File: src/rtl/core/ssc_pkg.sv
// shared types and constants for the sphere contact pipeline
// no dependencies
package ssc_pkg;

  localparam int PosW   = 32;
  localparam int RadW   = 31;
  localparam int MagW   = 33;
  localparam int SqW    = 66;
  localparam int SumW   = 66;
  localparam int RootW  = 34;
  localparam int RremW  = 68;
  localparam int NormFrac = 16;
  localparam int QW     = NormFrac + 1;
  localparam int NremW  = 100;
  localparam int NqsW   = 84;
  localparam int CombW  = 32;
  localparam int NormW  = 18;
  localparam int HalfW  = 34;
  localparam int InW    = 256;
  localparam int OutW   = 96;
  localparam int RootStages = RootW;

  // payload carried through the root / normal stages
  typedef struct packed {
    logic [RremW-1:0]         rrem;
    logic [RootW-1:0]         root;
    logic [2:0][NremW-1:0]    nrem;
    logic [2:0][NqsW-1:0]     nqs;
    logic [2:0][QW-1:0]       q;
    logic [2:0]               neg;
    logic [SumW-1:0]          s;
    logic [CombW-1:0]         comb;
  } ssc_item_t;

endpackage

File: src/rtl/core/ssc_root_stage.sv
// one bit of the square root and, in the early stages, one bit of each normal
// depends on ssc_pkg
module ssc_root_stage import ssc_pkg::*; #(
  parameter int STAGE = 0
) (
  input  logic       clk,
  input  logic       rst,
  input  logic       en,
  input  logic       in_valid,
  input  ssc_item_t  in_item,
  output logic       out_valid,
  output ssc_item_t  out_item
);

  localparam int B  = RootW - 1 - STAGE;
  localparam int NB = NormFrac - STAGE;

  ssc_item_t          item_next;
  logic [RremW-1:0]   trial;
  logic [2:0][NremW-1:0] ntrial;

  // restoring root step, plus restoring normal step while bits remain
  always_comb begin
    item_next = in_item;
    trial = (RremW'(in_item.root) << (B + 1)) | (RremW'(1) << (2 * B));
    if (in_item.rrem >= trial) begin
      item_next.rrem = in_item.rrem - trial;
      item_next.root = in_item.root | (RootW'(1) << B);
    end
    for (int i = 0; i < 3; i++) begin
      ntrial[i] = '0;
      if (NB >= 0) begin
        ntrial[i] = (NremW'(in_item.nqs[i]) << (NB + 1))
                  + (NremW'(in_item.s) << (2 * NB));
        if (in_item.nrem[i] >= ntrial[i]) begin
          item_next.nrem[i] = in_item.nrem[i] - ntrial[i];
          item_next.q[i]    = in_item.q[i] | (QW'(1) << NB);
          item_next.nqs[i]  = in_item.nqs[i] + (NqsW'(in_item.s) << NB);
        end
      end
    end
  end

  always_ff @(posedge clk) begin
    if (rst) begin
      out_valid <= 1'b0;
    end else if (en) begin
      out_valid <= in_valid;
    end
  end

  always_ff @(posedge clk) begin
    if (en) begin
      out_item <= item_next;
    end
  end

endmodule
File: config.mk
export PLATFORM = sky130hd
export DESIGN_NAME = ssc_root_stage
export DESIGN_NICKNAME = d
export VERILOG_FILES = /design/src/rtl/core/ssc_pkg.sv /design/src/rtl/core/ssc_root_stage.sv
export SDC_FILE = /design/constraint.sdc
export NUM_CORES = 2
export LEC_CHECK = 0
export ABC_AREA = 1
export BUFFER_PORTS_ARGS = -buffer_cell sky130_fd_sc_hd__buf_4
export CAP_MARGIN = 30
export CORE_AREA = 2 2 632 634
export DETAILED_ROUTE_END_ITERATION = 12
export DIE_AREA = 0 0 634 636
export GPL_TIMING_DRIVEN = 0
export MAX_ROUTING_LAYER = met4
export SLEW_MARGIN = 10
export SYNTH_ARGS = -nofsm -noshare
export SYNTH_HDL_FRONTEND = slang
export SYNTH_SLANG_ARGS = --single-unit
File: constraint.sdc
create_clock -name clk -period 9.57 [get_ports clk]
set_input_delay 0.4785 -clock clk [delete_from_list [all_inputs] [get_ports clk]]
set_output_delay 0.4785 -clock clk [all_outputs]
set_load 0.1 [all_outputs]
==> impl_metrics.toml <==
[placed_design]
globalplace.congestion = 1.07
io_buffer_count = 1616
dp_hpwl_um = 522000

[worst_setup_path]
rr_worst_depth = 3
timing.rr.end = "out_valid"
worstPathMaxFanout = 10
crit_path_end_kind = "flop"
critical_path_class = "in -> reg"
arrival_ns = 7.95
required_ns = 10.26
cp-start-kind = "input port"
rr_startpoint = "out_valid"
r2r_slack_ns = 8.43

[grt]
grt_max_degree = 108
grt_pass1_wl_um = 802000
grt_pass1_vias = 99200
overflow = 0
grt_usage_pct = 29.7
antenna_found_initial = 130

[synthesis]
synth_cells = 14600
async_flop_share_pct = 0
syn-num-nets = 16100
syn_area_um2 = 89000
netlist.top_cell.by_area = "edfxtp_1"
synth_area_leaders = "edfxtp_1, nand2_1, inv_1"
avgSynthCellArea_um2 = 6.09
synth-edff-count = 806
synth_top_flop_cell = "edfxtp_1"
yosysUniqueCellTypes = 43
ys_ff_latch = 807
yosysTopAreaCellShare_pct = 27.2
synth-seq-area-share_pct = 27.2
yosys_warnings = 0

[cells_and_area]
final_layout_size_suffix_gt1_share_pct = 11.5
final_common_cell = "nand2_1"
syn2layout_area_growth_pct = 32.7
num-nets-final = 18500
final_cell_mix = "nand2_1, inv_1, buf_4, nor2_1, a21oi_1"
n_fill_cell = 44700

[routing]
drtIter0Drc = 11100
first_pass_iters = 6
drc = 0
drt-total-wl_um = 608000
vias_per_cell = 4.75
wl_per_cell_um = 27.1
dr_total_vias = 107000
ant_nets = 0

[timing]
worst_pin_slew_ns = 0.993
period_share_pct = 75.9
fmax_mhz = 138
finalHoldViolCount = 0
setup_tns_ns = 0
slew_headroom_pct = 33.1
whs_ns = 0.0355
fin_crit_ns = 7.26
fin_skew_ns = 0
setup_viol = 0
rsz0062_at_grt = "false"
slew_viol_final = 0

[cts]
cts_buffer_depth = 4
htreeDepth = 3
cts_buffers = 108
postCtsHoldBufs = 644
cts.sinks = 807
clock-root-buffer = "clkbuf_16"
clock_latency_ns = 0.87
post_cts_buffers = 0
path_clk_slew_ns = 0.06
cts_resized = 0
cts_tree = "built"

[floorplan]
io_pins = 1617
die-height_um = 636
die_area_um2 = 403000
num_rows = 232
core_um2 = 397000
die_w_um = 634
initial_core_util_pct = 22.4

[worst_hold_path]
hold_class = "in -> reg"
min_from = "in_item[256]"
hold_depth = 3
hold_end = "out_item[256]"

[power_and_ir_drop]
swShare_pct = 55.9
seqPwrFrac_pct = 21.3
p_leak_nw = 60.7
netSwitchingPower_mw = 12.7
power_frac_clock_pct = 18.5
comb_power_share_pct = 60.2
peakVddDrop_uv = 163
powerDensity_nw_per_um2 = 192
p_int_mw = 10.0

[flow_run]
max_cap_viol_count = 0

[status]
status = "complete, no violations"
## Yosys cell counts, types with 16 or more instances
cell / number
nand2_1: 5829
inv_1: 2635
nor2_1: 1443
a21oi_1: 817
edfxtp_1: 806
nand3_1: 734
ha_1: 678
o21ai_0: 439
xor2_1: 284
nor3_1: 154
nand3b_1: 130
o21bai_1: 124
nand4_1: 92
xnor2_1: 91
nor4_1: 50
buf_2: 40
buf_6: 37
o21a_1: 34
nor2_2: 29
and2_1: 19
inv_2: 19
buf_4: 18
a21boi_0: 16
a31oi_1: 16
## metrics by stage
step / instances / utilization, % / instance area [um2] / setup WS, ns / power [mW]
CTS: 22300 / 29.7 / 118000 / 2.41 / 22.7
floorplan: 14600 / - / 89000 / 5.49 / 13.2
finish: 22500 / 29.8 / 118000 / 2.31 / 22.7
detailed placement: 21500 / 27.2 / 108000 / 2.07 / 18.1
global placement: 21500 / 27.1 / 108000 / -0.597 / 18.2
global route: 22400 / 29.7 / 118000 / 2.19 / 23.6
## worst max-delay path: stages
cell	delay, ns
dlygate4sd3_1	0.53
buf_4	0.36
ha_1	0.36
a21oi_1	0.21
inv_1	0.06
a21oi_1	0.21
o21ai_0	0.31
a21oi_1	0.61
nand3_1	0.48
nand2_1	0.22
nand2_1	0.07
nand2_1	0.06
nand2_1	0.08
ha_1	0.40
inv_1	0.14
nor3_2	0.71
nand2_1	0.27
nor3_1	0.22
nand3_1	0.38
nor2_2	0.34
nor2_2	0.11
nand2_8	0.10
buf_2	0.44
nand3_1	0.41
nand2_1	0.30
## power by group through the flow
stage	sequential, mW	clock, mW	combinational [mW]
after floorplan	8.54	0	4.71
after global placement	4.94	0	13.2
after detailed placement	4.90	0	13.2
after CTS	4.83	4.32	13.5
after global routing	4.87	4.41	14.3
final	4.83	4.20	13.7
## area by class of cell
class                   count  area, um2  share of cell area [%]
plain buffers             103        793                   0.671
flip-flops and latches    807      24200                    20.5
clock inverters            69        671                   0.568
repair buffers           2270      18800                    15.9
diodes                    106        265                   0.224
clock buffers             126       2770                    2.34
inverters                2656       9970                    8.44
well taps                5265       6590                    5.58
multi-input cells       11100      54000                    45.7
## cells by family (layout without fill, tap and decap cells)
kind of cell,count (synthesis),count (layout),share of synthesized area (%)
AO/OA/AOI/OAI,1479,1479,8.92
XOR/XNOR,375,375,3.69
adder cells (fa/ha/maj),688,688,9.75
buffers and inverters,2759,5224,12.1
flip-flops,807,807,27.2
multiplexers,1,1,0.0112
other,0,106,0
AND/OR/NAND/NOR,8508,8508,38.3
## flip-flops by register name, indices dropped and copies added, names as in the netlist
signal     count
out_item     806
out_valid      1
## worst max-delay path by stage
| stage | start | endpoint | slack [ns] | cells past startpoint |
|---|---|---|---|---|
| 6_report | in_item[66] | out_item[370] | 2.31 | 25 |
| 5_1_grt | in_item[66] | out_item[370] | 2.19 | 25 |
| 4_1_cts | in_item[66] | out_item[370] | 2.41 | 25 |
| 3_5_place_dp | in_item[66] | out_item[370] | 2.07 | 24 |
| 3_3_place_gp | en | out_item[524] | -0.60 | 1 |
| 2_1_floorplan | in_item[33] | out_item[365] | 5.49 | 28 |
## layer usage
metal / global-route usage (%) / part of all wire, %
met4: 17.4 / 7.0
met2: 46.6 / 45
met1: 35.5 / 41
met5: - / 0
met3: 5.30 / 7.6
(Power assumes the default switching activity.)
